===== src/hdl/nps_pkg.sv =====
`timescale 1ns / 1ps
// ----------------------------------------------------------------------------
// nps_pkg: shared types and constants of the nearest polyline search
// Widths of the channel payloads, default parameters and the job record that
// travels from the front end to the distance engine.
// ----------------------------------------------------------------------------
package nps_pkg;

  localparam int IN_COORD_W          = 16;
  localparam int INDEX_OUT_W         = 16;
  localparam int DIST_OUT_W          = 33;
  localparam int PATH_INDEX_BITS_DEF = 16;
  localparam int COORD_BITS_DEF      = 16;
  localparam int QUEUE_DEPTH_DEF     = 2;

  typedef enum logic {
    OP_START  = 1'b0,
    OP_VERTEX = 1'b1
  } op_t;

  typedef logic [IN_COORD_W-1:0] coord_t;

  typedef struct packed {
    op_t    op;
    coord_t ax;
    coord_t ay;
    coord_t bx;
    coord_t by;
    logic   seg;
    logic   path_end;
    logic   path_valid;
    logic   search_last;
  } job_t;

endpackage


===== src/hdl/nps_in_if.sv =====
`timescale 1ns / 1ps
// ----------------------------------------------------------------------------
// nps_in_if: command and vertex channel
// Valid/ready channel carrying start commands and path vertices.
// ----------------------------------------------------------------------------
interface nps_in_if;
  logic                             valid;
  logic                             ready;
  logic                             cmd;
  logic signed [nps_pkg::IN_COORD_W-1:0] x;
  logic signed [nps_pkg::IN_COORD_W-1:0] y;
  logic                             path_last;
  logic                             search_last;

  modport source (output valid, cmd, x, y, path_last, search_last, input ready);
  modport sink   (input valid, cmd, x, y, path_last, search_last, output ready);
endinterface


===== src/hdl/nps_front.sv =====
`timescale 1ns / 1ps
// ----------------------------------------------------------------------------
// nps_front: input classifier
// Accepts commands and vertices, tracks the previous vertex and the vertex
// count of the open path, and turns each transaction into a job record.
// ----------------------------------------------------------------------------
module nps_front (
  input  logic           clk,
  input  logic           rst_n,
  nps_in_if.sink         in_ch,
  output nps_pkg::job_t  job,
  output logic           job_valid,
  input  logic           job_ready
);

  logic [nps_pkg::IN_COORD_W-1:0] prev_x_r, prev_y_r;
  logic [1:0]                     verts_r, verts_nxt;
  logic                           accept, is_start, ends;

  assign in_ch.ready = job_ready;
  assign job_valid   = in_ch.valid;
  assign accept      = in_ch.valid && job_ready;
  assign is_start    = (in_ch.cmd == nps_pkg::OP_START);
  assign ends        = !is_start && (in_ch.path_last || in_ch.search_last);

  always_comb begin
    job.op          = is_start ? nps_pkg::OP_START : nps_pkg::OP_VERTEX;
    job.ax          = is_start ? in_ch.x : prev_x_r;
    job.ay          = is_start ? in_ch.y : prev_y_r;
    job.bx          = in_ch.x;
    job.by          = in_ch.y;
    job.seg         = !is_start && (verts_r != 2'd0);
    job.path_end    = ends;
    job.path_valid  = (verts_r != 2'd0);
    job.search_last = !is_start && in_ch.search_last;
  end

  always_comb begin
    verts_nxt = verts_r;
    if (is_start || ends) begin
      verts_nxt = 2'd0;
    end else if (verts_r != 2'd2) begin
      verts_nxt = verts_r + 2'd1;
    end
  end

  always_ff @(posedge clk) begin
    if (!rst_n) begin
      verts_r <= 2'd0;
    end else if (accept) begin
      verts_r <= verts_nxt;
    end
    if (accept && !is_start) begin
      prev_x_r <= in_ch.x;
      prev_y_r <= in_ch.y;
    end
  end

endmodule


===== src/flat_wrapper.sv =====
// flat-port wrapper written by rule: the top's interface ports become plain ports
module nps_front_flat 
  (clk, rst_n, job, job_valid, job_ready, in_ch_valid, in_ch_cmd, in_ch_x, in_ch_y, in_ch_path_last, in_ch_search_last, in_ch_ready);
  nps_in_if in_ch_i ();
  input  logic clk;
  input  logic rst_n;
  output nps_pkg::job_t job;
  output logic job_valid;
  input  logic job_ready;
  input wire logic [$bits(in_ch_i.valid)-1:0] in_ch_valid;
  input wire logic [$bits(in_ch_i.cmd)-1:0] in_ch_cmd;
  input wire logic [$bits(in_ch_i.x)-1:0] in_ch_x;
  input wire logic [$bits(in_ch_i.y)-1:0] in_ch_y;
  input wire logic [$bits(in_ch_i.path_last)-1:0] in_ch_path_last;
  input wire logic [$bits(in_ch_i.search_last)-1:0] in_ch_search_last;
  output wire logic [$bits(in_ch_i.ready)-1:0] in_ch_ready;
  assign in_ch_i.valid = in_ch_valid;
  assign in_ch_i.cmd = in_ch_cmd;
  assign in_ch_i.x = in_ch_x;
  assign in_ch_i.y = in_ch_y;
  assign in_ch_i.path_last = in_ch_path_last;
  assign in_ch_i.search_last = in_ch_search_last;
  assign in_ch_ready = in_ch_i.ready;
  nps_front u_core (.clk(clk), .rst_n(rst_n), .in_ch(in_ch_i), .job(job), .job_valid(job_valid), .job_ready(job_ready));
endmodule

===== config.mk =====
export PLATFORM = sky130hd
export DESIGN_NAME = nps_front_flat
export DESIGN_NICKNAME = d
export VERILOG_FILES = /design/src/hdl/nps_pkg.sv /design/src/hdl/nps_in_if.sv /design/src/hdl/nps_front.sv /design/src/flat_wrapper.sv
export SDC_FILE = /design/constraint.sdc
export NUM_CORES = 1
export LEC_CHECK = 0
export BUFFER_PORTS_ARGS = -buffer_cell sky130_fd_sc_hd__buf_4
export CAP_MARGIN = 20
export CORE_MARGIN = 1
export CORE_UTILIZATION = 35
export CTS_BUF_LIST = sky130_fd_sc_hd__clkbuf_8 sky130_fd_sc_hd__clkbuf_16
export CTS_CLUSTER_SIZE = 14
export DETAILED_ROUTE_END_ITERATION = 7
export PLACE_DENSITY = 0.67
export REMOVE_ABC_BUFFERS = 1
export SYNTH_ARGS = -nofsm -noshare
export SYNTH_HDL_FRONTEND = slang
export SYNTH_SLANG_ARGS = --single-unit

===== constraint.sdc =====
create_clock -name clk -period 2 [get_ports clk]
set_input_delay 0.3 -clock clk [delete_from_list [all_inputs] [get_ports clk]]
set_output_delay 0.3 -clock clk [all_outputs]
set_load 0.1 [all_outputs]

==> run summary <==
CTS tree - yes
global-route wire length before repair - 5400 um
Min-Delay Path Class - primary input to register
Tmin final - 1.69 ns
Initial Util - 0.373
Power Density - 909 nW/um^2
port bufs - 109
simple-gate share of the synthesized area - 0.0276
Hold Vio Cnt, Final - 0
largest net degree at the start of global routing - 39
die height - 73.9 um
Max Cap Viol - 0
# diodes - 0
post-synthesis async set-or-reset flop share - 0
clk buf depth - 2
RSZ-0062 raised after global routing - no
area grow syn2layout - 37.6%
top post-synthesis cells by area - edfxtp_1, mux2_2, buf_4, clkbuf_8, dfxtp_1
Worst Setup End Kind - primary output
Commonest cells post-synth - buf_4, edfxtp_1, mux2_2
Clock Skew - 0.00245 ns
Internal Power - 1.26 mW
arrival time worst endpoint - 1.39 ns
Final setup viols - 0
cts bufs inserted - 5
fillers - 445
Final Max Slew Viols - 0
outcome - complete, no violations
placed cells - 262
XOR/XNOR share of the synthesized area - 0
dpl cell area - 2410 sq um
WL final - 3630 um
CTS Hold Buffers Added - 0
Syn Inst Count - 125
routed length per instance - 13.4 um
finished layout cell area - 2490 sq um
number of routed nets with antenna violations - 0
dpl ws - 0.443 ns
startpoint types - register
Pwr Total - 2.26 mW
Post-synth EDFFs - 32
post_cts resized - 0
Critical Path RT - 1.70 ns
die area - 5460 sq um
total number of vias - 1205
Leakage Power - 1.07 nW
Ys Warns - 0
DRC Markers - 0
share of power burned in registers - 0.363
combinational share of power - 0.430
count leader, synth - buf_4
root buf cell - clkbuf_8
Distinct cells, synth - 18
vias in the first global route - 1142
initial antenna violation count - 0
number of DRC markers in iteration 0 - 41
Layout Cells excl Fill - 270
synthesized-area fraction occupied by adder cells - 0.0138
Clock H-tree levels - 2
Seq/Total Area, Yosys - 0.553
dominant combinational cell family by area after synthesis - multiplexers
#FFs+latches synth - 34
synthesized area per cell - 14.5 sq um
Tot GR Track Use - 0.136
final worst slack - 0.311 ns
Post-DP HPWL - 2640 um
Peak supply drop - 0.000488 V
area leader, netlist - edfxtp_1
post-CTS setup buffers - 0
Fmax - 592 MHz
critical path class - register to primary output
Main synth FF type - edfxtp_1
sw power - 1.00 mW
First-pass DRT Iterations - 4
Multi-input gate area - 472 sq um
via/cell ratio - 4.46
Yosys top cell area share - 0.531
Worst-path clk slew - 0.07 ns
setup TNS - 0 ns
Sw Share - 0.444
grt ovf - 0
die width - 73.9 um
Worst Path Max Fanout - 3
register area - 1000 sq um
Core Region - 4850 sq um
worst-margin pin slew - 0.459 ns
Clock power frac - 0.207
Ports - 110
Skew-Pair Late Insertion Delay - 0.28 ns
share of layout cells above drive strength 1 - 0.744
mux share of post-synthesis cell area - 0.199
Layout Nets - 243
row count - 25
placer congestion estimate - 0.646
compound-cell area share of the yosys netlist - 0.0200
relative slew slack - 0.694
Mapped Area - 1810 sq um
TritonCTS Sinks - 34
period utilisation layout - 0.844
[layer usage]
layer | routed length [um] | vias up | track usage
met2 | 1800 | 67 | 0.210
met3 | 351 | 5 | 0.0590
li1 | - | 562 | -
met1 | 1430 | 571 | 0.162
met4 | 52 | 0 | 0.0641
met5 | 0 | - | 0
[cell families (layout without fill, tap and decap cells)]
kind of cell | Yosys count | count (layout)
buffers and inverters | 44 | 122
DFF | 34 | 34
muxes | 32 | 32
and+or+nand+nor | 9 | 9
AOI/OAI and AO/OA | 4 | 4
adders and majority gates | 2 | 2
[sequential cells by signal (all words and copies together), names as in the netlist]
register	count
u_core.verts_r	2
u_core.prev_y_r	16
u_core.prev_x_r	16
[per-stage QoR]
| step | utilization | hold WS (ns) |
|---|---|---|
| after floorplan | - | 0.399 |
| after detailed placement | 0.497 | 0.492 |
| final | 0.514 | 0.208 |
| after CTS | 0.514 | 0.198 |
| after global routing | 0.514 | 0.198 |
| after global placement | 0.497 | 0.484 |
[area by class of cell]
type / count / area share
repair buffers: 110 / 0.337
clock buffers: 5 / 0.0276
multi-input cells: 47 / 0.189
clock inverters: 3 / 0.00502
well taps: 67 / 0.0337
flip-flops and latches: 34 / 0.402
inverters: 4 / 0.00603
[power groups by stage]
stage                     Combinational, mW  Sequential, mW  Clock, mW
after global placement                0.973           0.836          0
after floorplan                       0.461           0.833          0
after CTS                             0.978           0.822      0.485
after detailed placement              0.977           0.837          0
final                                 0.972           0.822      0.469
after global routing                  0.996           0.824      0.507
[critical path, stage by stage, from the launching register on]
cell	delay, ns
dfxtp_1	0.38
inv_1	0.08
ha_1	0.23
nor2b_1	0.12
buf_4	0.30
[worst paths after layout]
path | from | to | slack (ns) | cells past startpoint
max | u_core.verts_r[0]$_SDFFE_PN0P_ | job[3] | 0.31 | 4
min | in_ch_x[2] | u_core.prev_x_r[2]$_DFFE_PP_ | 0.21 | 1
max reg2reg | u_core.verts_r[0]$_SDFFE_PN0P_ | u_core.verts_r[0]$_SDFFE_PN0P_ | 0.62 | 5
min reg2reg | u_core.verts_r[0]$_SDFFE_PN0P_ | u_core.verts_r[0]$_SDFFE_PN0P_ | 0.50 | 1
[cell usage in the layout (no fill, tap or decap), drive strengths merged, types with 2 or more instances in the layout]
| cell | n |
|---|---|
| inv | 5 |
| nor2b | 2 |
| clkbuf | 5 |
| ha | 2 |
| dfxtp | 2 |
| buf | 110 |
| edfxtp | 32 |
| clkinv | 2 |
| nand2 | 3 |
| mux2 | 32 |
Power figures use the tool's default switching activity.
