$ cat src/hdl/nps_pkg.sv
`timescale 1ns / 1ps
// ----------------------------------------------------------------------------
// nps_pkg: shared types and constants of the nearest polyline search
// Widths of the channel payloads, default parameters and the job record that
// travels from the front end to the distance engine.
// ----------------------------------------------------------------------------
package nps_pkg;

  localparam int IN_COORD_W          = 16;
  localparam int INDEX_OUT_W         = 16;
  localparam int DIST_OUT_W          = 33;
  localparam int PATH_INDEX_BITS_DEF = 16;
  localparam int COORD_BITS_DEF      = 16;
  localparam int QUEUE_DEPTH_DEF     = 2;

  typedef enum logic {
    OP_START  = 1'b0,
    OP_VERTEX = 1'b1
  } op_t;

  typedef logic [IN_COORD_W-1:0] coord_t;

  typedef struct packed {
    op_t    op;
    coord_t ax;
    coord_t ay;
    coord_t bx;
    coord_t by;
    logic   seg;
    logic   path_end;
    logic   path_valid;
    logic   search_last;
  } job_t;

endpackage

$ cat src/hdl/nps_queue.sv
`timescale 1ns / 1ps
// ----------------------------------------------------------------------------
// nps_queue: job queue
// Short FIFO of job records between the classifier and the distance engine.
// ----------------------------------------------------------------------------
module nps_queue #(
  parameter int DEPTH = nps_pkg::QUEUE_DEPTH_DEF
) (
  input  logic          clk,
  input  logic          rst_n,
  input  nps_pkg::job_t push_job,
  input  logic          push_valid,
  output logic          push_ready,
  output nps_pkg::job_t pop_job,
  output logic          pop_valid,
  input  logic          pop_ready
);

  localparam int PW = (DEPTH > 1) ? $clog2(DEPTH) : 1;
  localparam int CW = $clog2(DEPTH + 1);

  nps_pkg::job_t  mem_r [DEPTH];
  logic [PW-1:0]  wr_ptr_r, rd_ptr_r;
  logic [CW-1:0]  count_r;
  logic           do_push, do_pop;

  assign push_ready = (count_r != CW'(DEPTH));
  assign pop_valid  = (count_r != '0);
  assign pop_job    = mem_r[rd_ptr_r];
  assign do_push    = push_valid && push_ready;
  assign do_pop     = pop_valid && pop_ready;

  always_ff @(posedge clk) begin
    if (!rst_n) begin
      wr_ptr_r <= '0;
      rd_ptr_r <= '0;
      count_r  <= '0;
    end else begin
      if (do_push) begin
        wr_ptr_r <= (wr_ptr_r == PW'(DEPTH - 1)) ? '0 : wr_ptr_r + PW'(1);
      end
      if (do_pop) begin
        rd_ptr_r <= (rd_ptr_r == PW'(DEPTH - 1)) ? '0 : rd_ptr_r + PW'(1);
      end
      if (do_push && !do_pop) begin
        count_r <= count_r + CW'(1);
      end else if (do_pop && !do_push) begin
        count_r <= count_r - CW'(1);
      end
    end
    if (do_push) begin
      mem_r[wr_ptr_r] <= push_job;
    end
  end

endmodule

$ cat config.mk
export PLATFORM = sky130hd
export DESIGN_NAME = nps_queue
export DESIGN_NICKNAME = d
export VERILOG_FILES = /design/src/hdl/nps_pkg.sv /design/src/hdl/nps_queue.sv
export SDC_FILE = /design/constraint.sdc
export NUM_CORES = 1
export LEC_CHECK = 0
export BUFFER_PORTS_ARGS = -buffer_cell sky130_fd_sc_hd__buf_2
export CAP_MARGIN = 40
export CELL_PAD_IN_SITES_DETAIL_PLACEMENT = 1
export CELL_PAD_IN_SITES_GLOBAL_PLACEMENT = 1
export CORE_MARGIN = 2
export CORE_UTILIZATION = 47
export DETAILED_ROUTE_END_ITERATION = 7
export PLACE_DENSITY_LB_ADDON = 0.1
export SETUP_SLACK_MARGIN = 0.15
export SLEW_MARGIN = 40
export SYNTH_ARGS = -nofsm -noshare
export SYNTH_HDL_FRONTEND = slang
export SYNTH_SLANG_ARGS = --single-unit
$ cat constraint.sdc
create_clock -name clk -period 6.25 [get_ports clk]
set_clock_uncertainty 0.05 [all_clocks]
set_input_delay 0.9375 -clock clk [delete_from_list [all_inputs] [get_ports clk]]
set_output_delay 0.9375 -clock clk [all_outputs]
set_load 0.005 [all_outputs]
==> run_results.csv, run 1 <==
group,metric,value,unit
clocking,hold_buffers,0,
die,die_w,109.8,um
clocking,htree_levels,4,
synthesis,syn-num-nets,313,
setup_path,cp.required,5260,ps
detailed_routing,num_vias,2699,
sta,tightest_slew,749.2,ps
sta,setup_tns,0,ps
final_layout,drive_gt1_frac,0.6064,
clocking,cts_tree,"built",
detailed_routing,drtAntennaViolNets,0,
synthesis,netlist_area,0.005260,mm^2
die,dieHeight,109.8,um
sta,setup_viol,0,
synthesis,ys_warn_count,0,
clocking,post_cts_buffers,0,
placement,gp_congestion,0.6592,
setup_path,cp-start-kind,"register",
setup_path,cp.arrival,1990,ps
hold_path,hold_start,"count_r[1]",
final_layout,mostFrequentLayoutCells,"buf_2 (143), edfxtp_1 (138), mux2_2 (59)",
pwr,p_leak,0.002531,uW
final_layout,syn2layout_area_growth,27.76,%
pwr,total_power,2783,uW
detailed_routing,wl_per_cell,17.86,um
sta,maxSlewHeadroom,0.4998,
setup_path,rrSetupSlack,4000,ps
placement,portBuffers,143,
die,dieArea,0.01205,mm^2
clocking,clkLatencyLatePin,510,ps
setup_path,crit_path_max_fanout,37,
die,fp.coreArea,0.01089,mm^2
synthesis,synth-seq-area-share,0.8069,
pwr,ir_drop,0.2461,mV
placement,hpwl,6.287,mm
detailed_routing,dr.pass1.iters,4,
global_route,grt_usage,0.1739,
final_layout,fin_cells,550,
hold_path,hp-class,"reg2reg",
die,num_rows,38,
global_route,grt_pass1_wl,14.98,mm
clocking,cts_buffers,17,
synthesis,synthCells,239,
pwr,pwr_density_cell,414.1,mW/mm^2
global_route,grt_pass1_vias,2942,
sta,hold_viol_final,0,
clocking,clkTransAtPathRegs,60,ps
sta,fmax,336.2,MHz
final_layout,final_nets,470,
final_layout,layout_commonest_cell,"buf_2",
detailed_routing,route.detailed.drc,0,
setup_path,worstSetupPathType,"reg2out",
setup_path,timing.rr.start,"count_r[0]",
synthesis,ys_seq_elements,143,
clocking,cts_buffer_depth,2,
detailed_routing,routed_via_density,4.907,
setup_path,end_kind,"output port",
sta,slew_viol_final,0,
clocking,cts_resized,0,
sta,post-route-min-period,2974,ps
placement,dp_cells,517,
run_status,status,"finished clean",
synthesis,synthDistinctLibCells,21,
global_route,antenna_found_initial,1,
global_route,grt_max_degree,40,
flow_run,drv_cap,0,
clocking,clkSinkCount,143,
die,ios,144,
detailed_routing,drt_iter0_drc,114,
die,start_util,0.4831,
clocking,root_buffer,"clkbuf_8",
detailed_routing,routed_wl,9.823,mm
sta,rsz0062_at_grt,"false",
global_route,grt_overflow,0,
synthesis,avgSynthCellArea,22.01,um^2
sta,fin_crit_sh,0.4759,
==> path summary, 6_finish.rpt <==
kind,depth (start not counted),endpoint
hold / removal,2,count_r[1]
hold reg to reg,2,count_r[1]
setup / recovery,3,pop_job[48]
setup reg to reg,4,mem_r[0][11]
==> sequential cells by signal (all words and copies together), names as in the netlist, named ones only <==
signal / count
wr_ptr_r: 1
rd_ptr_r: 1
mem_r: 138
count_r: 2
==> critical path, cell delays in order, from the launching register on <==
cell     delay (ps)
dfxtp_4         650
buf_12          300
mux2_2          380
buf_2           130
==> cell families after synthesis <==
family          Yosys count  synth area share
buf+inv                   9           0.01189
flops                   143            0.8069
compound gates            5          0.006660
mux                      69            0.1549
simple gates              9           0.01237
xor+xnor                  3          0.004996
fa+ha+maj                 1          0.002378
==> power breakdown <==
| part | leakage (uW) | internal, uW | switching [uW] | total (uW) |
|---|---|---|---|---|
| registers | 0.00133 | 1200 | 65.4 | 1270 |
| clock network | 0.000270 | 603 | 359 | 962 |
| logic | 0.000931 | 309 | 247 | 556 |
==> cells in the mapped netlist <==
library cell	count	area share
a21boi_0	1	0.0014
a21bo_2	1	0.0019
o21ai_1	1	0.00095
buf_6	3	0.0064
mux2_2	59	0.13
a21boi_1	1	0.0014
and3_1	1	0.0012
xnor2_1	2	0.0033
or2_2	1	0.0012
and2_1	4	0.0048
inv_1	1	0.00071
ha_1	1	0.0024
mux2_4	10	0.029
dfxtp_1	5	0.019
xor2_1	1	0.0017
nand2b_4	1	0.0026
buf_2	5	0.0048
or3_1	1	0.0012
nand3b_1	1	0.0014
edfxtp_1	138	0.79
o21ai_0	1	0.00095
==> metal layers <==
layer / vias up / wire [um] / GRT usage / part of all wire
met5: - / 0 / 0 / 0
met4: 0 / 141 / 0.06329 / 0.014
met3: 14 / 848 / 0.08477 / 0.086
met2: 109 / 5063 / 0.2875 / 0.52
met1: 1309 / 3769 / 0.1950 / 0.38
li1: 1267 / - / - / -
==> through the flow <==
stage | util | setup WS [ps] | hold WS (ps) | area (um^2)
after global routing | 0.6172 | 3148 | 524.2 | 6720
after CTS | 0.6170 | 3210 | 527.3 | 6718
after global placement | 0.5610 | 3493 | 483.3 | 6108
after floorplan | - | 3160 | 462.4 | 5260
final | 0.6172 | 3276 | 525.0 | 6720
after detailed placement | 0.5647 | 3466 | 517.4 | 6148
==> final cells by class <==
type	count	area (um^2)
Clock inverter	12	143.9
Antenna cell	1	2.502
Multi-Input combinational cell	87	958.4
Sequential cell	143	4248
Inverter	1	3.754
Fill cell	1014	4168
Tap cell	140	175.2
Timing Repair Buffer	146	763.2
Clock buffer	20	425.4
(Power assumes the default switching activity.)
==> inputs of run 2 (changes only) <==
- CORE_UTILIZATION: 47 -> 44
- clock period: 6.25 -> 2.8 ns (I/O delays scaled with it)
==> run 2 against run 1 <==
Effect of this change:
- core utilization down 3.8 points
- combinational power rose by 120%
- worst setup slack got worse by 2800 ps
- routed wire length decreased by 2.6%
- clock-buffer cell count did not move
- critical path type unchanged
- critical endpoint is now pop_job[56]
- largest cell class unchanged
==> run_results.csv, run 2 (synthesized netlist as in run 1, its figures left out) <==
group,metric,value,unit
sta,fin_crit_sh,0.8440,
setup_path,cp.required,2330,ps
placement,portBuffers,143,
sta,post-route-min-period,2363,ps
global_route,grt_usage,0.1593,
hold_path,hp-class,"in2reg",
setup_path,max_stage_delay,660,ps
pwr,ir_drop,0.5050,mV
pwr,p_leak,0.002536,uW
final_layout,mostFrequentLayoutCells,"buf_2 (143), edfxtp_1 (138), mux2_2 (59)",
final_layout,final_nets,472,
clocking,clkLatencyLatePin,410,ps
final_layout,largest_reg_flops,138,
final_layout,syn2layout_area_growth,27.43,%
die,dieArea,0.01284,mm^2
final_layout,reg.largest.list,"mem_r x138, count_r x2",
clocking,cts_resized,0,
clocking,hold_buffers,0,
clocking,htree_levels,4,
sta,fmax,423.1,MHz
sta,maxSlewHeadroom,0.6737,
detailed_routing,routed_wl,9.572,mm
clocking,clkSinkCount,143,
global_route,antenna_found_initial,0,
final_layout,largest_register,"mem_r",
die,fp.coreArea,0.01156,mm^2
detailed_routing,num_vias,2677,
detailed_routing,route.detailed.drc,0,
sta,slew_viol_final,0,
clocking,cts_buffers,17,
sta,hold_viol_final,0,
clocking,cts_tree,"built",
setup_path,cp-start-kind,"register",
setup_path,cp_top_family,"flip-flops",
global_route,grt_pass1_wl,15.01,mm
die,num_rows,39,
pwr,total_power,6101,uW
clocking,cts_buffer_depth,2,
die,dieHeight,113.3,um
die,ios,144,
final_layout,drive_gt1_frac,0.6000,
placement,gp_congestion,0.6995,
clocking,clkTransAtPathRegs,50,ps
clocking,post_cts_buffers,0,
run_status,status,"finished clean",
global_route,grt_pass1_vias,2917,
setup_path,worstPathBufferInverterCount,2,
die,die_w,113.3,um
final_layout,layout_commonest_cell,"buf_2",
setup_path,worstSetupPathType,"reg2out",
placement,hpwl,6.565,mm
detailed_routing,drt_iter0_drc,98,
pwr,pwr_density_cell,910.2,mW/mm^2
setup_path,cp_cell_sequence,"buf_12, mux2_2, buf_2",
setup_path,cp_slowest_cell,"dfxtp_4",
setup_path,end_kind,"output port",
final_layout,diodes,0,
detailed_routing,dr.pass1.iters,4,
global_route,grt_max_degree,36,
global_route,grt_overflow,0,
setup_path,crit_path_max_fanout,35,
detailed_routing,wl_per_cell,17.31,um
final_layout,final_core_util,0.5796,
detailed_routing,routed_via_density,4.841,
clocking,root_buffer,"clkbuf_16",
detailed_routing,drtAntennaViolNets,0,
sta,tightest_slew,489.4,ps
flow_run,drv_cap,0,
sta,rsz0062_at_grt,"false",
sta,setup_viol,0,
die,start_util,0.4548,
sta,setup_tns,0,ps
setup_path,cp.arrival,1890,ps
==> run 2: cell count changes in the layout (fill, tap and decap cells not counted), sizes merged <==
cell	change
diode	-1
clkinvlp	-3
buf	+2
clkinv	+3
bufinv	-1
==> run 2: power by group <==
group / switching [uW] / leakage (uW) / internal, uW / total [uW]
Combinational: 544 / 0.000941 / 695 / 1240
Sequential: 146 / 0.00133 / 2680 / 2830
Clock: 756 / 0.000265 / 1280 / 2040
==> run 2: final cells by class <==
| class | count | area, um^2 |
|---|---|---|
| well taps | 143 | 178.9 |
| inverters | 1 | 3.754 |
| fillers | 1079 | 4862 |
| multi-input cells | 87 | 958.4 |
| clock inverters | 11 | 98.84 |
| flip-flops and latches | 143 | 4248 |
| clock buffers | 20 | 436.7 |
| repair buffers | 148 | 778.2 |
==> run 2: path summary, 6_finish.rpt <==
path	from	cells after the start	slack (ps)	to
max	register	3	440	pop_job[56]
min	push_job[18]	1	150	mem_r[1][18]
min reg2reg	count_r[1]	2	510	count_r[1]
max reg2reg	count_r[0]	3	1110	mem_r[1][13]
==> run 2: through the flow <==
stage / hold slack, ps / instance area, um^2 / instances / worst slack (ps)
global route: 134.7 / 6703 / 553 / 329.7
floorplan: 462.4 / 5261 / 239 / 333.8
detailed placement: 510.7 / 6167 / 522 / 819.9
CTS: 127.6 / 6703 / 553 / 383.4
global placement: 478.1 / 6167 / 522 / 823.4
finish: 145.3 / 6703 / 553 / 436.7
==> run 2: metal layers <==
layer / track usage / share of wire
met1: 0.1940 / 0.41
met2: 0.2523 / 0.50
met3: 0.06052 / 0.073
met4: 0.07561 / 0.015
met5: 0 / 0
==> run 2: worst reg2reg max path, stage by stage, from the launching register on <==
cell and delay [ps]:
dfxtp_1 420, nand2b_4 190, and3_4 340, buf_4 360
==> inputs of run 3 (changes only) <==
- clock period: 2.8 -> 2.4 ns (I/O delays scaled with it)
==> run 3 against run 2 <==
Effect of this change:
- clock-buffer cell count did not move
- final cell count is 0.36% higher
- global-route usage up 0.10 points
- first-iteration DRC count rose by 34%
- sequential power increased by 15%
- combinational power is 23% higher
- hold slack lost 60 ps
- critical path type unchanged
- routed wire length grew 2.5%
- register-to-register slack lost 470 ps
- non-clock buffer count rose by 1
- critical path depth is the same
- core utilization grew 0.52 points
==> run_results.csv, run 3 (synthesized netlist as in run 1, its figures left out) <==
group,metric,value,unit
run_status,status,"finished clean",
detailed_routing,drt_iter0_drc,131,
clocking,clkSinkCount,143,
final_layout,largest_reg_flops,138,
setup_path,cp-start-kind,"register",
final_layout,final_nets,473,
global_route,grt_pass1_vias,2866,
detailed_routing,route.detailed.drc,0,
die,fp.coreArea,0.01156,mm^2
pwr,p_leak,0.002557,uW
setup_path,r2r_end,"mem_r[0][24]",
detailed_routing,routed_wl,9.810,mm
global_route,grt_pass1_wl,15.05,mm
setup_path,cp_cell_sequence,"buf_12, mux2_2, buf_2",
hold_path,hold_start,"push_job[27]",
pwr,total_power,7328,uW
placement,dp_cells,522,
detailed_routing,routed_via_density,4.888,
clocking,cts_buffer_depth,2,
placement,dp_slack,620.7,ps
clocking,cts_resized,0,
die,dieHeight,113.3,um
clocking,root_buffer,"clkbuf_16",
detailed_routing,dr.pass1.iters,6,
global_route,antenna_found_initial,0,
final_layout,ff_latch_area,0.004248,mm^2
placement,gp_congestion,0.7024,
pwr,pwr_density_cell,1084,mW/mm^2
clocking,htree_levels,4,
clocking,clkTransAtPathRegs,60,ps
final_layout,largest_register,"mem_r",
setup_path,crit_path_max_fanout,36,
die,dieArea,0.01284,mm^2
clocking,cts_buffers,17,
sta,rsz0062_at_grt,"false",
final_layout,multi_input_comb_area,958.4,um^2
die,die_w,113.3,um
placement,portBuffers,143,
sta,post-route-min-period,2069,ps
placement,hpwl,6.500,mm
setup_path,timing.rr.start,"count_r[0]",
sta,setup_viol,0,
final_layout,diodes,0,
global_route,grt_usage,0.1603,
final_layout,fin_cells,555,
setup_path,rrSetupSlack,640,ps
sta,maxSlewHeadroom,0.6584,
detailed_routing,wl_per_cell,17.68,um
final_layout,n_fill_cell,1063,
die,ios,144,
hold_path,holdPathEnd,"mem_r[0][27]",
sta,fin_ws,331.1,ps
final_layout,syn2layout_area_growth,28.57,%
sta,slew_viol_final,0,
setup_path,cp.required,1990,ps
pwr,ir_drop,0.7014,mV
sta,tightest_slew,512.4,ps
global_route,grt_max_degree,63,
die,num_rows,39,
die,start_util,0.4548,
sta,fmax,483.4,MHz
final_layout,layout_commonest_cell,"buf_2",
sta,fin_crit_sh,0.8620,
clocking,cts_tree,"built",
setup_path,worstSetupPathType,"reg2out",
setup_path,end_kind,"output port",
hold_path,hp-class,"in2reg",
detailed_routing,drtAntennaViolNets,0,
final_layout,drive_gt1_frac,0.6141,
detailed_routing,num_vias,2713,
clocking,clkLatencyLatePin,410,ps
placement,dpl_cell_area,0.006171,mm^2
global_route,grt_overflow,0,
setup_path,cp.arrival,1660,ps
flow_run,drv_cap,0,
sta,hold_viol_final,0,
final_layout,finalInstanceArea,0.006763,mm^2
sta,setup_tns,0,ps
setup_path,cp_slowest_cell,"dfxtp_4",
final_layout,reg.largest.list,"mem_r x138, count_r x2",
hold_path,worstHoldPathCells,1,
final_layout,mostFrequentLayoutCells,"buf_2 (143), edfxtp_1 (138), mux2_2 (59)",
setup_path,max_stage_delay,470,ps
setup_path,r2r_cells,4,
-- run 3: changes by cell type in the layout (fill, tap and decap cells not counted), sizes merged --
| cell | before | now |
|---|---|---|
| clkinvlp | 0 | 3 |
| bufinv | 2 | 3 |
| buf | 148 | 149 |
| inv | 1 | 0 |
| clkinv | 9 | 7 |
-- run 3: per-layer routing --
layer | part of all wire | wire length, um | global-route usage
met3 | 0.079 | 779 | 0.08088
met2 | 0.49 | 4767 | 0.2547
met4 | 0.021 | 205 | 0.06829
met5 | 0 | 0 | 0
met1 | 0.41 | 4058 | 0.1842
-- run 3: worst max path at each step --
stage	from	end	slack [ps]	cells after the start
6_report	register	pop_job[25]	330	3
5_1_grt	register	pop_job[35]	250	3
4_1_cts	register	pop_job[28]	170	3
3_5_place_dp	register	pop_job[20]	620	3
3_3_place_gp	register	pop_job[23]	620	3
2_1_floorplan	count_r[0]	mem_r[0][0]	320	3
-- run 3: repair_timing --
action / CTS / global route
hold endpoints to repair: 0 / 0
hold buffers: 0 / 0
endpoints found under the setup margin: 0 / 47
buffers inserted: 0 / 1
-- run 3: layout make-up --
cell class | count | area share
multi-input combinational | 87 | 0.1417
inverter | 1 | 0.001110
clock buffer | 20 | 0.06457
sequential | 143 | 0.6281
tap | 143 | 0.02646
clock inverter | 12 | 0.02128
timing repair buffer | 149 | 0.1167
-- run 3: critical path: cells and delay by family (launching register included) --
kind | cells | cell delay, ps
multiplexers | 1 | 370
buffers and inverters | 2 | 380
flip-flops | 1 | 470
-- run 3: report_power, final --
| group | switching (uW) | internal, uW |
|---|---|---|
| clock network | 924 | 1620 |
| logic | 704 | 831 |
| registers | 122 | 3130 |
| total | 1750 | 5580 |
-- run 3: per-stage QoR --
stage,utilization,hold WS [ps]
floorplan,-,408.9
global placement,0.5336,476.6
detailed placement,0.5336,502.1
CTS,0.5838,68.29
global route,0.5848,62.84
finish,0.5848,85.04
